$ cat src/rtl/smwa_pkg.sv
`timescale 1ns / 1ps
// ----------------------------------------------------------------------------
// smwa_pkg: shared types and codes
// Register indexes, the sequencer state type and a signed divider handshake.
// ----------------------------------------------------------------------------
package smwa_pkg;

  localparam int unsigned CfgIdxW = 3;

  typedef enum logic [CfgIdxW-1:0] {
    REG_MV_LOW    = 3'd0,
    REG_MV_HIGH   = 3'd1,
    REG_SAT_LOW   = 3'd2,
    REG_SAT_HIGH  = 3'd3,
    REG_PHYS_LOW  = 3'd4,
    REG_PHYS_HIGH = 3'd5,
    REG_WEIGHTS   = 3'd6
  } reg_idx_e;

  typedef enum logic [3:0] {
    ST_IDLE,
    ST_MAP_MUL,
    ST_MAP_RECIP,
    ST_MAP_FIX,
    ST_CLAMP,
    ST_MED_PUSH,
    ST_MED_TALLY,
    ST_MED_PICK,
    ST_AVG_PUSH,
    ST_AVG_ACC,
    ST_AVG_DIV,
    ST_AVG_WAIT,
    ST_PHYS_MUL,
    ST_PHYS_DIV,
    ST_PHYS_WAIT,
    ST_OUT
  } seq_state_e;

  // Divider operands are 40-bit signed dividend, 24-bit signed divisor.
  localparam int unsigned DivNumW = 40;
  localparam int unsigned DivDenW = 24;

  typedef struct packed {
    logic                      start;
    logic signed [DivNumW-1:0] num;
    logic signed [DivDenW-1:0] den;
  } div_req_t;

  typedef struct packed {
    logic                      busy;
    logic                      done;
    logic signed [DivNumW-1:0] quo;
  } div_rsp_t;

endpackage

$ cat src/rtl/smwa_rank_cell.sv
`timescale 1ns / 1ps
// ----------------------------------------------------------------------------
// smwa_rank_cell: one tap of the median window
// Holds one sample, shifts it to the next cell on push and keeps its rank.
// ----------------------------------------------------------------------------
module smwa_rank_cell #(
  parameter int unsigned CntW = 4
) (
  input  logic            clk_i,
  input  logic            rst_ni,
  input  logic            shift_i,
  input  logic [15:0]     data_i,
  output logic [15:0]     data_o,
  input  logic [15:0]     probe_i,
  input  logic            probe_later_i,
  input  logic            clr_i,
  input  logic            tally_i,
  output logic [CntW-1:0] rank_o
);
  logic [15:0]     data_q;
  logic [CntW-1:0] rank_q, rank_d;

  // rank counts window entries that sort before this one (ties by position)
  always_comb begin
    rank_d = rank_q;
    if (clr_i) begin
      rank_d = '0;
    end else if (tally_i) begin
      if ((probe_i < data_q) || (probe_i == data_q && !probe_later_i)) begin
        rank_d = rank_q + 1'b1;
      end
    end
  end

  always_ff @(posedge clk_i or negedge rst_ni) begin
    if (!rst_ni) begin
      data_q <= '0;
      rank_q <= '0;
    end else begin
      if (shift_i) data_q <= data_i;
      rank_q <= rank_d;
    end
  end

  assign data_o = data_q;
  assign rank_o = rank_q;
endmodule

$ cat src/rtl/smwa_div.sv
`timescale 1ns / 1ps
// ----------------------------------------------------------------------------
// smwa_div: signed restoring divider
// One quotient bit a cycle, quotient truncated toward zero.
// ----------------------------------------------------------------------------
module smwa_div (
  input  logic                clk_i,
  input  logic                rst_ni,
  input  smwa_pkg::div_req_t  req_i,
  output smwa_pkg::div_rsp_t  rsp_o
);
  import smwa_pkg::*;

  localparam int unsigned CntW = $clog2(DivNumW + 1);

  logic [DivNumW-1:0] quo_q, quo_d;
  logic [DivDenW:0]   rem_q, rem_d;
  logic [DivDenW-1:0] den_q, den_d;
  logic               neg_q, neg_d;
  logic [CntW-1:0]    cnt_q, cnt_d;
  logic               busy_q, busy_d, done_q, done_d;
  logic [DivDenW:0]   trial;
  logic [DivDenW+1:0] diff;

  always_comb begin
    quo_d = quo_q; rem_d = rem_q; den_d = den_q; neg_d = neg_q;
    cnt_d = cnt_q; busy_d = busy_q; done_d = 1'b0;
    trial = {rem_q[DivDenW-1:0], quo_q[DivNumW-1]};
    diff  = {1'b0, trial} - {2'b0, den_q};
    if (req_i.start) begin
      quo_d  = req_i.num[DivNumW-1] ? DivNumW'(-req_i.num) : req_i.num;
      den_d  = req_i.den[DivDenW-1] ? DivDenW'(-req_i.den) : req_i.den;
      neg_d  = req_i.num[DivNumW-1] ^ req_i.den[DivDenW-1];
      rem_d  = '0;
      cnt_d  = CntW'(DivNumW);
      busy_d = 1'b1;
    end else if (busy_q) begin
      if (!diff[DivDenW+1]) begin
        rem_d = diff[DivDenW:0];
        quo_d = {quo_q[DivNumW-2:0], 1'b1};
      end else begin
        rem_d = trial;
        quo_d = {quo_q[DivNumW-2:0], 1'b0};
      end
      cnt_d = cnt_q - 1'b1;
      if (cnt_q == CntW'(1)) begin
        busy_d = 1'b0;
        done_d = 1'b1;
      end
    end
  end

  always_ff @(posedge clk_i or negedge rst_ni) begin
    if (!rst_ni) begin
      busy_q <= 1'b0;
      done_q <= 1'b0;
      cnt_q  <= '0;
    end else begin
      busy_q <= busy_d;
      done_q <= done_d;
      cnt_q  <= cnt_d;
    end
  end

  always_ff @(posedge clk_i) begin
    quo_q <= quo_d;
    rem_q <= rem_d;
    den_q <= den_d;
    neg_q <= neg_d;
  end

  assign rsp_o.busy = busy_q;
  assign rsp_o.done = done_q;
  assign rsp_o.quo  = neg_q ? DivNumW'(-quo_q) : quo_q;
endmodule

$ cat src/rtl/sensor_median_weighted_average_chain.sv
`timescale 1ns / 1ps
// ----------------------------------------------------------------------------
// sensor_median_weighted_average_chain: sensor conditioning chain
// Map, clamp, median filter, weighted moving average and physical map.
// ----------------------------------------------------------------------------
// One word in, one word out. Each raw sample is mapped to millivolts by a
// multiply with the reciprocal of ADC_MAX, clamped, pushed into a row of
// median cells whose ranks are tallied one probe per cycle, and the median is
// pushed into the average row whose taps are accumulated one per cycle. One
// shared 40-step serial divider serves the weighted average and the physical
// map; each division holds the sequencer until the divider is done. The result
// word is raised in the same cycle that the input is free again. A weight sum
// of zero skips the average division and equal millivolt ends skip the
// physical division. The block takes one word at a time; the result is
// held in its own register until taken, and only a result still waiting
// when the next one is finished holds the sequencer. Write the registers
// only while no word is in flight. There is no clearing pass.
// ----------------------------------------------------------------------------
module sensor_median_weighted_average_chain #(
  parameter int unsigned MEDIAN_TAPS  = 5,
  parameter int unsigned AVERAGE_TAPS = 5,
  parameter int unsigned ADC_MAX      = 1023
) (
  input  logic               clk_i,
  input  logic               rst_ni,
  input  logic               cfg_we_i,
  input  logic [2:0]         cfg_idx_i,
  input  logic [39:0]        cfg_data_i,
  input  logic               in_valid_i,
  output logic               in_stall_o,
  input  logic [9:0]         raw_sample_i,
  output logic               out_valid_o,
  input  logic               out_stall_i,
  output logic [15:0]        millivolts_o,
  output logic [15:0]        clamped_millivolts_o,
  output logic [15:0]        median_millivolts_o,
  output logic [15:0]        averaged_millivolts_o,
  output logic signed [15:0] physical_value_o
);
  import smwa_pkg::*;

  localparam int unsigned MedCntW  = $clog2(MEDIAN_TAPS);
  localparam int unsigned AvgCntW0 = $clog2(AVERAGE_TAPS);
  localparam int unsigned AvgCntW  = (AvgCntW0 < 1) ? 1 : AvgCntW0;
  localparam int unsigned MedIdxW  = (MedCntW < 1) ? 1 : MedCntW;
  localparam int unsigned Mid      = MEDIAN_TAPS / 2;
  // reciprocal of ADC_MAX, exact floor division for magnitudes below 2^MagW
  localparam int unsigned MagW     = 26;
  localparam int unsigned RecipW   = 27;
  localparam int unsigned ProdW    = MagW + RecipW;
  localparam int unsigned RecipK   = MagW + $clog2(ADC_MAX);
  localparam logic [RecipW-1:0] RecipM =
    RecipW'(((64'd1 << RecipK) + 64'(ADC_MAX) - 64'd1) / 64'(ADC_MAX));

  // configuration registers
  logic [15:0]        mv_low_q, mv_high_q, sat_low_q, sat_high_q;
  logic signed [15:0] phys_low_q, phys_high_q;
  logic [39:0]        weights_q;

  always_ff @(posedge clk_i or negedge rst_ni) begin
    if (!rst_ni) begin
      mv_low_q    <= 16'd0;
      mv_high_q   <= 16'd5000;
      sat_low_q   <= 16'd0;
      sat_high_q  <= 16'd5000;
      phys_low_q  <= 16'sd0;
      phys_high_q <= 16'sd100;
      weights_q   <= 40'h0101010101;
    end else if (cfg_we_i) begin
      unique case (cfg_idx_i)
        REG_MV_LOW:    mv_low_q    <= cfg_data_i[15:0];
        REG_MV_HIGH:   mv_high_q   <= cfg_data_i[15:0];
        REG_SAT_LOW:   sat_low_q   <= cfg_data_i[15:0];
        REG_SAT_HIGH:  sat_high_q  <= cfg_data_i[15:0];
        REG_PHYS_LOW:  phys_low_q  <= cfg_data_i[15:0];
        REG_PHYS_HIGH: phys_high_q <= cfg_data_i[15:0];
        REG_WEIGHTS:   weights_q   <= cfg_data_i;
        default: ;
      endcase
    end
  end

  // sequencer
  seq_state_e state_q, state_d;
  logic [MedIdxW-1:0] mcnt_q, mcnt_d;
  logic [AvgCntW-1:0] acnt_q, acnt_d;
  logic [9:0]         raw_q;
  logic signed [39:0] prod_q, prod_d;
  logic [ProdW-1:0]   recip_q, recip_d;
  logic [MagW-1:0]    prod_mag;
  logic [15:0]        mv_q, mv_d, clamp_q, clamp_d, med_q, med_d, avg_q, avg_d;
  logic signed [15:0] phys_q, phys_d;
  logic [39:0]        num_q, num_d;
  logic [15:0]        den_q, den_d;
  logic               out_valid_q, out_valid_d;
  logic               out_load;
  logic [15:0]        out_mv_q, out_clamp_q, out_med_q, out_avg_q;
  logic signed [15:0] out_phys_q;
  div_req_t           dreq;
  div_rsp_t           drsp;
  logic               med_shift, med_clr, med_tally, avg_shift;

  logic [15:0]        med_data [MEDIAN_TAPS+1];
  logic [MedIdxW-1:0] med_rank [MEDIAN_TAPS];
  logic [15:0]        avg_win_q [AVERAGE_TAPS];
  logic [15:0]        probe;
  logic [15:0]        med_pick;
  logic [7:0]         wsel;
  logic [15:0]        asel;
  logic signed [16:0] mv_span, ph_span;
  logic signed [16:0] map_off;
  logic signed [39:0] map_quo;
  logic signed [39:0] mvsat;
  logic signed [39:0] phsat;

  smwa_div u_div (.clk_i(clk_i), .rst_ni(rst_ni), .req_i(dreq), .rsp_o(drsp));

  // median row: cell 0 oldest, newest enters at the top
  assign med_data[MEDIAN_TAPS] = clamp_q;
  assign probe = med_data[mcnt_q];

  // a probe at or after a cell's own position does not win a tie
  for (genvar g = 0; g < MEDIAN_TAPS; g++) begin : g_med
    smwa_rank_cell #(.CntW(MedIdxW)) u_cell (
      .clk_i(clk_i), .rst_ni(rst_ni), .shift_i(med_shift),
      .data_i(med_data[g+1]), .data_o(med_data[g]),
      .probe_i(probe), .probe_later_i(MedIdxW'(g) <= mcnt_q),
      .clr_i(med_clr), .tally_i(med_tally), .rank_o(med_rank[g])
    );
  end

  always_comb begin
    med_pick = '0;
    for (int i = 0; i < MEDIAN_TAPS; i++) begin
      if (med_rank[i] == MedIdxW'(Mid)) med_pick = med_data[i];
    end
  end

  // average row
  always_ff @(posedge clk_i or negedge rst_ni) begin
    if (!rst_ni) begin
      for (int i = 0; i < AVERAGE_TAPS; i++) avg_win_q[i] <= '0;
    end else if (avg_shift) begin
      for (int i = 0; i + 1 < AVERAGE_TAPS; i++) avg_win_q[i] <= avg_win_q[i+1];
      avg_win_q[AVERAGE_TAPS-1] <= med_q;
    end
  end

  // select the tap and weight under the accumulation counter
  always_comb begin
    wsel = '0;
    asel = '0;
    for (int k = 0; k < AVERAGE_TAPS; k++) begin
      if (acnt_q == AvgCntW'(k)) begin
        wsel = weights_q[8*k +: 8];
        asel = avg_win_q[k];
      end
    end
  end

  assign mv_span  = $signed({1'b0, mv_high_q}) - $signed({1'b0, mv_low_q});
  assign ph_span  = 17'(phys_high_q) - 17'(phys_low_q);
  assign map_off  = $signed({1'b0, avg_q}) - $signed({1'b0, mv_low_q});
  assign prod_mag = MagW'(prod_q[39] ? -prod_q : prod_q);
  assign map_quo  = 40'(recip_q >> RecipK);
  assign mvsat    = (prod_q[39] ? -map_quo : map_quo) + 40'($signed({1'b0, mv_low_q}));
  assign phsat    = drsp.quo + 40'(phys_low_q);

  always_comb begin
    state_d = state_q; mcnt_d = mcnt_q; acnt_d = acnt_q;
    prod_d = prod_q; recip_d = recip_q; mv_d = mv_q; clamp_d = clamp_q; med_d = med_q;
    avg_d = avg_q; phys_d = phys_q; num_d = num_q; den_d = den_q;
    out_valid_d = out_valid_q;
    out_load = 1'b0;
    dreq = '0;
    med_shift = 1'b0; med_clr = 1'b0; med_tally = 1'b0; avg_shift = 1'b0;
    if (out_valid_q && !out_stall_i) out_valid_d = 1'b0;
    unique case (state_q)
      ST_IDLE: if (in_valid_i) state_d = ST_MAP_MUL;
      ST_MAP_MUL: begin
        prod_d  = 40'($signed({1'b0, raw_q}) * mv_span);
        state_d = ST_MAP_RECIP;
      end
      ST_MAP_RECIP: begin
        // divide the magnitude by ADC_MAX; the sign is restored next cycle
        recip_d = ProdW'(prod_mag * RecipM);
        state_d = ST_MAP_FIX;
      end
      ST_MAP_FIX: begin
        // saturate into millivolt range
        if (mvsat < 0) mv_d = '0;
        else if (mvsat > 40'sd65535) mv_d = 16'hFFFF;
        else mv_d = mvsat[15:0];
        state_d = ST_CLAMP;
      end
      ST_CLAMP: begin
        if (mv_q < sat_low_q) clamp_d = sat_low_q;
        else if (mv_q > sat_high_q) clamp_d = sat_high_q;
        else clamp_d = mv_q;
        med_clr = 1'b1;
        mcnt_d  = '0;
        state_d = ST_MED_PUSH;
      end
      ST_MED_PUSH: begin
        med_shift = 1'b1;
        mcnt_d    = '0;
        state_d   = ST_MED_TALLY;
      end
      ST_MED_TALLY: begin
        // tally one probe a cycle, oldest first
        med_tally = 1'b1;
        if (mcnt_q == MedIdxW'(MEDIAN_TAPS - 1)) begin
          state_d = ST_MED_PICK;
        end else begin
          mcnt_d = mcnt_q + 1'b1;
        end
      end
      ST_MED_PICK: begin
        med_d   = med_pick;
        state_d = ST_AVG_PUSH;
      end
      ST_AVG_PUSH: begin
        avg_shift = 1'b1;
        acnt_d    = '0;
        num_d     = '0;
        den_d     = '0;
        state_d   = ST_AVG_ACC;
      end
      ST_AVG_ACC: begin
        num_d = num_q + 40'(wsel * asel);
        den_d = den_q + 16'(wsel);
        if (acnt_q == AvgCntW'(AVERAGE_TAPS - 1)) begin
          state_d = ST_AVG_DIV;
        end else begin
          acnt_d = acnt_q + 1'b1;
        end
      end
      ST_AVG_DIV: begin
        if (den_q == '0) begin
          avg_d   = '0;
          state_d = ST_PHYS_MUL;
        end else begin
          dreq.start = 1'b1;
          dreq.num   = num_q;
          dreq.den   = 24'(den_q);
          state_d    = ST_AVG_WAIT;
        end
      end
      ST_AVG_WAIT: if (drsp.done) begin
        avg_d   = drsp.quo[15:0];
        state_d = ST_PHYS_MUL;
      end
      ST_PHYS_MUL: begin
        prod_d  = 40'(map_off * ph_span);
        state_d = ST_PHYS_DIV;
      end
      ST_PHYS_DIV: begin
        if (mv_span == '0) begin
          phys_d  = phys_low_q;
          state_d = ST_OUT;
        end else begin
          dreq.start = 1'b1;
          dreq.num   = prod_q;
          dreq.den   = 24'(mv_span);
          state_d    = ST_PHYS_WAIT;
        end
      end
      ST_PHYS_WAIT: if (drsp.done) begin
        if (phsat < -40'sd32768) phys_d = 16'sh8000;
        else if (phsat > 40'sd32767) phys_d = 16'sh7FFF;
        else phys_d = phsat[15:0];
        state_d = ST_OUT;
      end
      ST_OUT: if (!out_valid_q || !out_stall_i) begin
        // hand the word to the result register once it is free
        out_valid_d = 1'b1;
        out_load    = 1'b1;
        state_d     = ST_IDLE;
      end
      default: state_d = ST_IDLE;
    endcase
  end

  always_ff @(posedge clk_i or negedge rst_ni) begin
    if (!rst_ni) begin
      state_q     <= ST_IDLE;
      mcnt_q      <= '0;
      acnt_q      <= '0;
      out_valid_q <= 1'b0;
    end else begin
      state_q     <= state_d;
      mcnt_q      <= mcnt_d;
      acnt_q      <= acnt_d;
      out_valid_q <= out_valid_d;
    end
  end

  always_ff @(posedge clk_i) begin
    if (state_q == ST_IDLE && in_valid_i) raw_q <= raw_sample_i;
    prod_q <= prod_d; recip_q <= recip_d; mv_q <= mv_d; clamp_q <= clamp_d;
    med_q <= med_d; avg_q <= avg_d; phys_q <= phys_d; num_q <= num_d; den_q <= den_d;
    if (out_load) begin
      out_mv_q    <= mv_q;
      out_clamp_q <= clamp_q;
      out_med_q   <= med_q;
      out_avg_q   <= avg_q;
      out_phys_q  <= phys_q;
    end
  end

  assign in_stall_o            = (state_q != ST_IDLE);
  assign out_valid_o           = out_valid_q;
  assign millivolts_o          = out_mv_q;
  assign clamped_millivolts_o  = out_clamp_q;
  assign median_millivolts_o   = out_med_q;
  assign averaged_millivolts_o = out_avg_q;
  assign physical_value_o      = out_phys_q;

`ifndef SYNTHESIS
  a_no_accept_busy: assert property (@(posedge clk_i) disable iff (!rst_ni)
    (state_q != ST_IDLE) |-> in_stall_o) else $error("accept while busy");
  a_div_idle_start: assert property (@(posedge clk_i) disable iff (!rst_ni)
    dreq.start |-> !drsp.busy) else $error("divider restarted");
  a_out_hold: assert property (@(posedge clk_i) disable iff (!rst_ni)
    (out_valid_q && out_stall_i) |=> out_valid_q && $stable(out_mv_q)
    && $stable(out_avg_q) && $stable(out_phys_q))
    else $error("result changed while stalled");
`endif
endmodule
$ cat config.mk
export PLATFORM = sky130hd
export DESIGN_NAME = sensor_median_weighted_average_chain
export DESIGN_NICKNAME = d
export VERILOG_FILES = /design/src/rtl/smwa_pkg.sv /design/src/rtl/smwa_rank_cell.sv /design/src/rtl/smwa_div.sv /design/src/rtl/sensor_median_weighted_average_chain.sv
export SDC_FILE = /design/constraint.sdc
export NUM_CORES = 2
export LEC_CHECK = 0
export ABC_AREA = 1
export BUFFER_PORTS_ARGS = -buffer_cell sky130_fd_sc_hd__buf_2
export CORE_UTILIZATION = 65
export DETAILED_ROUTE_END_ITERATION = 10
export PLACE_DENSITY = 0.79
export SYNTH_ARGS = -nofsm -noshare
export SYNTH_HDL_FRONTEND = slang
export SYNTH_HIERARCHICAL = 1
export SYNTH_SLANG_ARGS = --single-unit
export TNS_END_PERCENT = 100
$ cat constraint.sdc
create_clock -name clk_i -period 23.1 [get_ports clk_i]
set_input_delay 4.62 -clock clk_i [delete_from_list [all_inputs] [get_ports clk_i]]
set_output_delay 4.62 -clock clk_i [all_outputs]
set_load 0.02 [all_outputs]
* Word-level counts from Yosys, hierarchy flattened
Index checks and enable logic that the tools add are counted.
Storage, ports and cells: flip-flop bits (word level) 738, bits of input ports 58, output and inout port bits 82, word-level logic and storage cells 285
Operators by class: add/subtract/negate cells 21, $mul 4, order comparisons 17, eq/ne operators 47, mux-type cells 89, bitwise logic cells 2, reductions and logical operators 56
Operators by type and width (number):
- $mux W16 | 21
- $mux W40 | 5
- $pmux W40 S2 | 2
- $mux W65 | 2
- $pmux W65 S2 | 1
- $lt A16 B16 Y1 | 6
- $pmux W16 S2 | 3
- $eq A16 B16 Y1 | 5
- $neg A40 Y40 | 2
- $pmux W4 S16 | 1
- $mux W3 | 18
- $mul A26 B27 Y53 const B | 1
- $sub A16 B16 Y17 | 3
- $bmux W16 S3 | 1
- $add A40 B16 Y40 | 1
- $add A40 B17 Y40 | 1
- $add A40 B24 Y40 | 1
- $gt A40 B16 Y1 const B | 1
- $gt A40 B17 Y1 const B | 1
- $lt A40 B1 Y1 const B | 1
- $lt A40 B16 Y1 const B | 1
- $mux W8 | 5
- $neg A17 Y40 | 1
- $mul A17 B17 Y34 | 1
- 45 further kinds | 151

* Longest topological paths before layout
depth in word-level cells 10, depth in mapped cells 43, depth with buffers taken out 42

* Cells and area by module
Netlist, hierarchy kept.
By module, submodules not included:
- sensor_median_weighted_average_chain | times used 1, cells each 7088, area an instance 56312.8 sq um, seq. area each 14020.9 sq um
- smwa_div | times used 1, cells each 1352, area an instance 8778.4 sq um, seq. area each 2632.5 sq um
- smwa_rank_cell | times used 5, cells each 140, area an instance 1147.4 sq um, seq. area each 475.5 sq um

* Worst setup path before layout
OpenSTA, ideal clock, no wires.
path kind input port to flip-flop, start input out_stall_i, end register out_avg_q[0], in the netlist averaged_millivolts_o[0] (enable), library setup time 0.545 ns, arrival 8.514 ns, required time 22.555 ns, setup slack 14.042 ns, stages 1, path buffers 0, path through a21oi_1
On the way: longest elaborated chain between the ends 4
RTL lines:
- start: declaration | line sensor_median_weighted_average_chain.sv:33 | input logic out_stall_i,
- $logic_not A1 Y1 | line sensor_median_weighted_average_chain.sv:274 | ST_OUT: if (!out_valid_q || !out_stall_i) begin
- $logic_or A1 B1 Y1 | line sensor_median_weighted_average_chain.sv:274
- $mux W1 | line sensor_median_weighted_average_chain.sv:274
- $mux W1 | line sensor_median_weighted_average_chain.sv:178 | unique case (state_q)
- end signal: assignment | line sensor_median_weighted_average_chain.sv:306 | out_avg_q <= avg_q;
- end: declaration | line sensor_median_weighted_average_chain.sv:97 | logic [15:0] out_mv_q, out_clamp_q, out_med_q, out_avg_q;
Every way passes these cells. A chain may end at the register's enable or synchronous reset.

* Worst setup path after layout
start register phys_low_q[0], end register prod_q[32] (data pin)
On the way: longest elaborated chain between the ends 3
RTL lines:
- start: declaration | line sensor_median_weighted_average_chain.sv:57 | logic signed [15:0] phys_low_q, phys_high_q;
- start signal: assignment | line sensor_median_weighted_average_chain.sv:75 | REG_PHYS_LOW: phys_low_q <= cfg_data_i[15:0];
- $sub A16 B16 Y17 | line sensor_median_weighted_average_chain.sv:162 | assign ph_span = 17'(phys_high_q) - 17'(phys_low_q);
- $mul A17 B17 Y34 | line sensor_median_weighted_average_chain.sv:254 | prod_d = 40'(map_off * ph_span);
- $pmux W40 S2 | line sensor_median_weighted_average_chain.sv:178
- via prod_d[32] | line sensor_median_weighted_average_chain.sv:88 | logic signed [39:0] prod_q, prod_d;
- end signal: assignment | line sensor_median_weighted_average_chain.sv:300 | prod_q <= prod_d; recip_q <= recip_d; mv_q <= mv_d; clamp_q <= clamp_d;
- end: declaration | line sensor_median_weighted_average_chain.sv:88
The timed path passes the listed nets, and every way through them passes these cells.

==> out/metrics.yaml <==
sta:
  rsz0062_at_grt: "false"
  max_freq_ghz: 0.108
  finClkSkew_ns: 0.0509
  setup_ws_ns: 13.84
  period_minus_slack_ns: 9.26
  worst_pin_slew_ns: 1.40
  setup-tns-final_ns: 0
  maxSlewHeadroom: 0.0598
  min_period_over_period: 0.401
  slew_violations: 0
  setup_viol: 0
  final_hold_viol_count: 0
placement:
  port_buffers: 139
  dpl.hpwl_um: 177000
  finalWeightedCongestion: 1.02
  dp_slack_ns: 13.89
floorplanning:
  core_area_um2: 108000
  die_height_um: 332
  start_util: 0.659
  fp-row-count: 120
  fp.dieArea_um2: 110000
  pin_count: 140
  die_w_um: 332
route:
  post-route-drc-count: 0
  met3_length_um: 20100
  vias_per_cell: 5.90
  drt_wl_total_um: 223000
  wl_per_cell_um: 20.9
  final_antenna_net_count: 0
  drtIter0Drc: 6336
  vias: 63000
  first_pass_iters: 8
  wl_met2_um: 101000
  wl_met1_um: 87400
  top_layer_used: "met5"
clocking:
  clk_pin_slew_ns: 0.06
  numCtsBuffers: 79
  clock-sinks: 696
  cts_hold_buf: 0
  cts_buffer_depth: 3
  worstSkewPairLatency_ns: 0.70
  post_cts_buffers: 0
  cts_root_buf: "clkbuf_16"
  cts_htree_levels: 3
  cts_tree: "done"
  cts_resized: 0
logic_synthesis:
  synthCells: 9139
  yosysWarnings: 6
  avgSynthCellArea_um2: 7.75
  synth_nets: 10400
  syn_area_um2: 70800
global_routing:
  grt_pass1_vias: 62200
  gr-usage-all-layers: 0.406
  grt_max_degree: 162
  antenna_found_initial: 13
  overflow: 0
  grt_pass1_wl_um: 347000
layout:
  final_cell_mix: "nand2_1, inv_1, nor2_1, o21ai_0, ha_1"
  nets: 10400
  mostFrequentLayoutCell: "nand2_1"
  synthToLayoutAreaGrowth_pct: 6.90
  drive_above_1_share: 0.0636
worst_setup_path:
  crit_required_ns: 23.48
  cp-start-kind: "flip-flop"
  crit_type: "reg2reg"
  crit_fanout: 9
  end_kind: "flip-flop"
  reg2regPathDepth: 24
  cp.arrival_ns: 9.64
run_status:
  status: "finished, final reports clean"
min_path:
  hp-class: "reg2reg"
  whs_path_depth: 0
flow_run:
  cap_violations: 0
==> worst paths after layout <==
kind / startpoint / end / slack, ns
max in group asynchronous: rst_ni / phys_low_q[4]$_DFFE_PN0P_ / 16.89
worst min-delay path: phys_q[8]$_DFFE_PP_ / physical_value_o[8]$_DFFE_PP_ / 0.41
worst min register to register: phys_q[8]$_DFFE_PP_ / physical_value_o[8]$_DFFE_PP_ / 0.41
worst max register to register: phys_low_q[0]$_DFFE_PN0P_ / prod_q[32]$_DFFE_PP_ / 13.84
min in group asynchronous: rst_ni / g_med[2].u_cell/data_o[7]$_DFFE_PN0P_ / 3.96
worst max-delay path: phys_low_q[0]$_DFFE_PN0P_ / prod_q[32]$_DFFE_PP_ / 13.84
==> metrics by stage <==
stage	cell area, µm²	utilization	std cells	hold WS (ns)
after global routing	75700	0.704	10700	0.423
after floorplan	70800	-	9139	0.400
after CTS	75700	0.704	10700	0.418
final	75700	0.704	10700	0.413
after global placement	72900	0.678	10500	0.403
after detailed placement	72900	0.678	10500	0.406
==> sequential cells by signal (all words and copies together), names as in the netlist, 17 cells and up <==
| register | cells |
|---|---|
| u_div/den_q | 24 |
| prod_q | 34 |
| avg_win_q | 80 |
| u_div/rem_q | 24 |
| weights_q | 40 |
| recip_q | 17 |
| g_med.u_cell/data_o | 80 |
| num_q | 40 |
| u_div/quo_q | 40 |
==> per-layer routing <==
| metal | global-route usage | vias up |
|---|---|---|
| met5 | 0 | - |
| met4 | 0.234 | 12 |
| met3 | 0.0675 | 723 |
| met2 | 0.642 | 3067 |
| met1 | 0.531 | 30100 |
| li1 | - | 29000 |
==> critical path, cell delays in order (launching register included) <==
cell	delay (ns)
dfrtp_1	0.42
ha_1	0.26
fa_1	0.42
xnor2_1	1.09
clkinv_1	0.67
nor2_1	0.45
inv_1	0.11
fa_1	0.51
inv_1	0.17
fa_1	0.93
inv_1	0.17
fa_1	0.63
inv_1	0.09
fa_1	0.54
inv_1	0.06
fa_1	0.55
fa_1	0.56
inv_1	0.04
ha_1	0.34
nand2_1	0.08
or4_1	0.40
inv_1	0.10
nand4_1	0.14
a21oi_1	0.15
o21ai_0	0.09
==> final cells by class <==
type                            instances  area (µm²)
Clock buffer                          103        2180
Sequential cell                       696       19000
Timing Repair Buffer                  199        1170
Clock inverter                         45         676
Multi-Input combinational cell       6419       44100
Antenna cell                            2        5.00
Tap cell                             1403        1760
Inverter                             1800        6760
Fill cell                            8638       31800
Power is not shown: default switching activity piles up to over one toggle a cycle in this logic, so the estimate is an artifact.
